`config.mk`:
```
export PLATFORM = sky130hd
export DESIGN_NAME = hpe_csr
export DESIGN_NICKNAME = d
export VERILOG_FILES = /design/src/hdl/hpe_pkg.sv /design/src/hdl/hpe_csr.sv
export SDC_FILE = /design/constraint.sdc
export NUM_CORES = 1
export LEC_CHECK = 0
export BUFFER_PORTS_ARGS = -buffer_cell sky130_fd_sc_hd__buf_2
export CAP_MARGIN = 20
export CORE_AREA = 2 2 223 225
export CTS_CLUSTER_SIZE = 25
export DETAILED_ROUTE_END_ITERATION = 6
export DIE_AREA = 0 0 225 227
export SLEW_MARGIN = 0
export SYNTH_ARGS = -nofsm -noshare
export SYNTH_HDL_FRONTEND = slang
export SYNTH_SLANG_ARGS = --single-unit
export TNS_END_PERCENT = 20
```
`constraint.sdc`:
```
create_clock -name clock -period 8 [get_ports clock]
set_clock_uncertainty 0.15 [all_clocks]
set_input_delay 0.4 -clock clock [delete_from_list [all_inputs] [get_ports clock]]
set_output_delay 0.4 -clock clock [all_outputs]
set_load 0.05 [all_outputs]
```
`src/hdl/hpe_pkg.sv`:
```
// Package for the Horner polynomial evaluator.
// Holds the pipeline lane type and the fixed widths and limits shared by all modules.
// No dependencies.
`default_nettype none

package hpe_pkg;

   // register file: eight coefficient registers, index port wide enough to see stray writes
   localparam int NUM_REGS       = 8;
   localparam int REG_INDEX_BITS = $clog2(NUM_REGS);
   localparam int CSR_INDEX_BITS = 4;

   // data widths
   localparam int DATA_BITS   = 32;
   localparam int SCALED_BITS = 35;   // k * coeff_k, k up to 7
   localparam int PROD_BITS   = 64;
   localparam int WIDE_BITS   = 66;

   // saturation limits in the wide sum domain
   localparam logic signed [WIDE_BITS-1:0] WIDE_MAX = 66'sd2147483647;
   localparam logic signed [WIDE_BITS-1:0] WIDE_MIN = -66'sd2147483648;
   localparam logic signed [DATA_BITS-1:0] DATA_MAX = 32'sh7fffffff;
   localparam logic signed [DATA_BITS-1:0] DATA_MIN = 32'sh80000000;

   // one sample in flight: both Horner accumulators plus sticky saturation flags
   typedef struct packed {
      logic                        valid;
      logic signed [DATA_BITS-1:0] x;
      logic signed [DATA_BITS-1:0] value;
      logic signed [DATA_BITS-1:0] slope;
      logic                        value_sat;
      logic                        slope_sat;
   } hpe_lane_type;

endpackage

`default_nettype wire

```
`src/hdl/hpe_csr.sv`:
```
// Coefficient register file for the Horner polynomial evaluator.
// Also forms the derivative coefficients k * coeff_k. Depends on hpe_pkg.
`default_nettype none

module hpe_csr
   import hpe_pkg::*;
(
   input  wire logic                           clock,
   input  wire logic                           reset,
   input  wire logic                           csr_valid,
   output logic                                csr_ready,
   input  wire logic [CSR_INDEX_BITS-1:0]      csr_index,
   input  wire logic [DATA_BITS-1:0]           csr_data,
   output logic signed [DATA_BITS-1:0]         coeff   [NUM_REGS],
   output logic signed [SCALED_BITS-1:0]       scaled  [NUM_REGS]
);

   logic signed [DATA_BITS-1:0] coeff_ff [NUM_REGS];
   logic                        write_hit;

   // writes are always taken; indexes past the last register are dropped
   assign csr_ready = 1'b1;
   assign write_hit = csr_valid && (csr_index < CSR_INDEX_BITS'(NUM_REGS));

   always_ff @(posedge clock) begin
      if (reset) begin
         for (int i = 0; i < NUM_REGS; i++) begin
            coeff_ff[i] <= '0;
         end
      end else if (write_hit) begin
         coeff_ff[csr_index[REG_INDEX_BITS-1:0]] <= signed'(csr_data);
      end
   end

   // derivative coefficients, exact in 35 bits (multiply by a small constant)
   for (genvar k = 0; k < NUM_REGS; k++) begin : g_scale
      assign coeff[k]  = coeff_ff[k];
      assign scaled[k] = SCALED_BITS'(coeff_ff[k]) * SCALED_BITS'(k);
   end

endmodule

`default_nettype wire

```
==> reports/qor.yml <==
run_status: "finished, final reports clean"
final.setup.tns_ns: 0
largest_reg_flops: 256
synth_ff_type: "sky130_fd_sc_hd__edfxtp_1"
worst-path-max-fanout: 4
most_common_cell_after_layout_fill_and_taps_aside: "sky130_fd_sc_hd__buf_2"
initial_core_utilization: 0.397
worst-slew-pin-transition_ns: 1.02
grt_setup_unrepaired: "no"
detail_route.iter0.violations: 632
post_synthesis_cell_type_count: 71
final.min_clock_period_ns: 5.20
largest_register: "coeff_ff"
postPlaceCellArea_um2: 21700
dr.pass1.iters: 6
synthesis.area_um2: 19300
antenna_found_initial: 4
holdPathStages: 2
cp-startpoint: "coeff_ff[7][1]"
overflow: 0
routed_wl_um: 57500
ff_latch_area_um2: 7690
ys_ff_latch: 256
final_min_period_over_clock_period: 0.650
timing.final.max_slew_violations: 0
vias_per_cell: 5.09
htree_num_levels: 1
start_kind: "register"
postCtsResizedCells: 0
cts_hold_buffers: 0
dp_worst_setup_slack_ns: 3.35
grt_util_all_layers: 0.218
postLayoutCellArea_um2: 22800
nets: 2566
multi_input_area_um2: 9930
cts.sinks: 256
place_hpwl_um: 45800
worst_ep_arrival_time_ns: 4.65
cts_tree: "built"
rows: 81
postSynthCellCount: 1821
holdCritStartpoint: "csr_data[9]"
first_global_vias: 14597
routabilityCongestion: 0.904
via_count: 14747
maximum_vdd_drop_uv: 176
clock_path_buffers: 3
power-per-cell-area_nw_per_um2: 268
cts_made_buffers: 28
cts_root_buf: "sky130_fd_sc_hd__clkbuf_16"
layout.cells.most_common_list: "sky130_fd_sc_hd__buf_2, sky130_fd_sc_hd__and2_1, sky130_fd_sc_hd__edfxtp_1"
number_of_buffer_cells_added_on_primary_ports: 535
max-slew-margin-rel: 0.317
global_route_wire_length_before_repair_um: 85300
largest_net_degree_at_the_start_of_global_routing: 34
die_x_um: 225
kind_of_critical_path: "reg -> out"
max_freq_ghz: 0.192
synth-seq-area-share: 0.399
ys_warn_count: 0
drt_drc_violations_left: 0
proportion_of_synthesized_flip_flops_having_asynchronous_set_or_reset: 0
end_kind: "primary output"
hold_path.class: "in -> reg"
detail_route.wl_per_cell_um: 19.8
number_of_enable_type_register_cells_in_the_synthesized_netlist: 256
leakagePower_nw: 10.8
required_time_reported_for_the_critical_path_endpoint_ns: 7.45
report.final.setup_viol: 0
count_of_buffers_added_by_post_cts_timing_repair_for_setup: 0
floorplan.die_area_um2: 51100
cap_violations: 0
ant_nets: 0
final_layout_size_suffix_gt1_frac: 0.274
endpoints_failing_hold: 0
io_pins: 576
num-fill-cells: 4518
dpl.cell_count: 2837
design_power_total_mw: 6.11
die_h_um: 227
hold_path_end: "coeff_ff[6][9]"
setup_ws_ns: 2.80
finished_layout_cells: 2899
placeableCoreArea_um2: 48500
path_clk_slew_ns: 0.06
regs_by_ff_count: "coeff_ff (256)"
syn-mean-instance-area_um2: 10.6
flow.area_growth_from_synthesis_pct: 18.3
-- cell usage after synthesis (15+ instances only) --
| master | count | area [µm²] |
|---|---|---|
| sky130_fd_sc_hd__and2_1 | 261 | 1630 |
| sky130_fd_sc_hd__edfxtp_1 | 256 | 7690 |
| sky130_fd_sc_hd__ha_1 | 248 | 3100 |
| sky130_fd_sc_hd__inv_1 | 150 | 563 |
| sky130_fd_sc_hd__buf_4 | 147 | 1100 |
| sky130_fd_sc_hd__a21oi_1 | 90 | 450 |
| sky130_fd_sc_hd__xnor2_1 | 76 | 666 |
| sky130_fd_sc_hd__nor2_1 | 72 | 270 |
| sky130_fd_sc_hd__nand2_1 | 60 | 225 |
| sky130_fd_sc_hd__a21o_1 | 55 | 413 |
| sky130_fd_sc_hd__o21ai_0 | 39 | 195 |
| sky130_fd_sc_hd__xor2_1 | 37 | 324 |
| sky130_fd_sc_hd__clkbuf_1 | 33 | 124 |
| sky130_fd_sc_hd__fa_1 | 32 | 641 |
| sky130_fd_sc_hd__nand3_1 | 20 | 100 |
| sky130_fd_sc_hd__nor2b_1 | 18 | 113 |
| sky130_fd_sc_hd__nor3_1 | 18 | 90.1 |
| sky130_fd_sc_hd__o21a_1 | 18 | 135 |
| sky130_fd_sc_hd__a31oi_1 | 16 | 100 |
| sky130_fd_sc_hd__o21bai_1 | 16 | 120 |
| sky130_fd_sc_hd__nand4_1 | 15 | 93.8 |
-- critical path, cell delays in order (launching register included) --
cell	delay (ns)
sky130_fd_sc_hd__edfxtp_1	0.43
sky130_fd_sc_hd__ha_1	0.35
sky130_fd_sc_hd__xor2_1	0.16
sky130_fd_sc_hd__ha_1	0.32
sky130_fd_sc_hd__fa_1	0.47
sky130_fd_sc_hd__a21o_1	0.21
sky130_fd_sc_hd__a221o_1	0.41
sky130_fd_sc_hd__o221ai_2	0.32
sky130_fd_sc_hd__o211ai_1	0.23
sky130_fd_sc_hd__nand2_1	0.10
sky130_fd_sc_hd__nor3_1	0.07
sky130_fd_sc_hd__o31a_1	0.31
sky130_fd_sc_hd__o32ai_2	0.26
sky130_fd_sc_hd__xnor2_1	0.15
sky130_fd_sc_hd__buf_2	0.28
-- per-layer routing --
layer / global-route usage / vias to the layer above / share of wire
met5: 0 / - / 0.00043
li1: - / 7056 / -
met3: 0.0336 / 72 / 0.062
met1: 0.281 / 7129 / 0.42
met2: 0.379 / 486 / 0.49
met4: 0.0626 / 4 / 0.026
-- per-stage QoR --
step | hold slack [ns] | utilization
final | 0.118 | 0.470
after CTS | 0.0922 | 0.469
after detailed placement | 0.697 | 0.447
after global placement | 0.686 | 0.447
after global routing | 0.116 | 0.470
after floorplan | 0.448 | -
-- layout make-up --
class	count	share of cell area
Multi-Input combinational cell	1268	0.435
Antenna cell	8	0.000877
Timing Repair Buffer	543	0.121
Tap cell	622	0.0341
Clock buffer	28	0.0307
Clock inverter	24	0.0164
Sequential cell	256	0.337
Inverter	150	0.0247
-- cells by family (layout without fill, tap and decap cells) --
kind of cell    Yosys count  count (layout)  synth area share
compound gates          316             316             0.111
flops                   256             256             0.399
xor+xnor                113             113            0.0513
simple gates            517             517             0.149
fa+ha+maj               280             280             0.194
other cells               2              48          0.000389
mux                       2               2           0.00104
buf+inv                 335             745            0.0948
-- worst max-delay path by stage --
stage / end / slack [ns] / depth (start not counted)
after floorplan: scaled[28] / 2.91 / 13
after global placement: scaled[34] / 3.41 / 14
after detailed placement: scaled[34] / 3.35 / 14
after CTS: scaled[34] / 2.71 / 14
after global routing: scaled[34] / 2.54 / 14
final: scaled[34] / 2.80 / 14
-- report_power, final --
part | total (mW) | switching (mW) | internal, mW
clock network | 1.51 | 0.573 | 0.936
registers | 1.62 | 0.0663 | 1.56
logic | 2.98 | 2.24 | 0.738
Note: power is estimated with default switching activity, not from simulation.
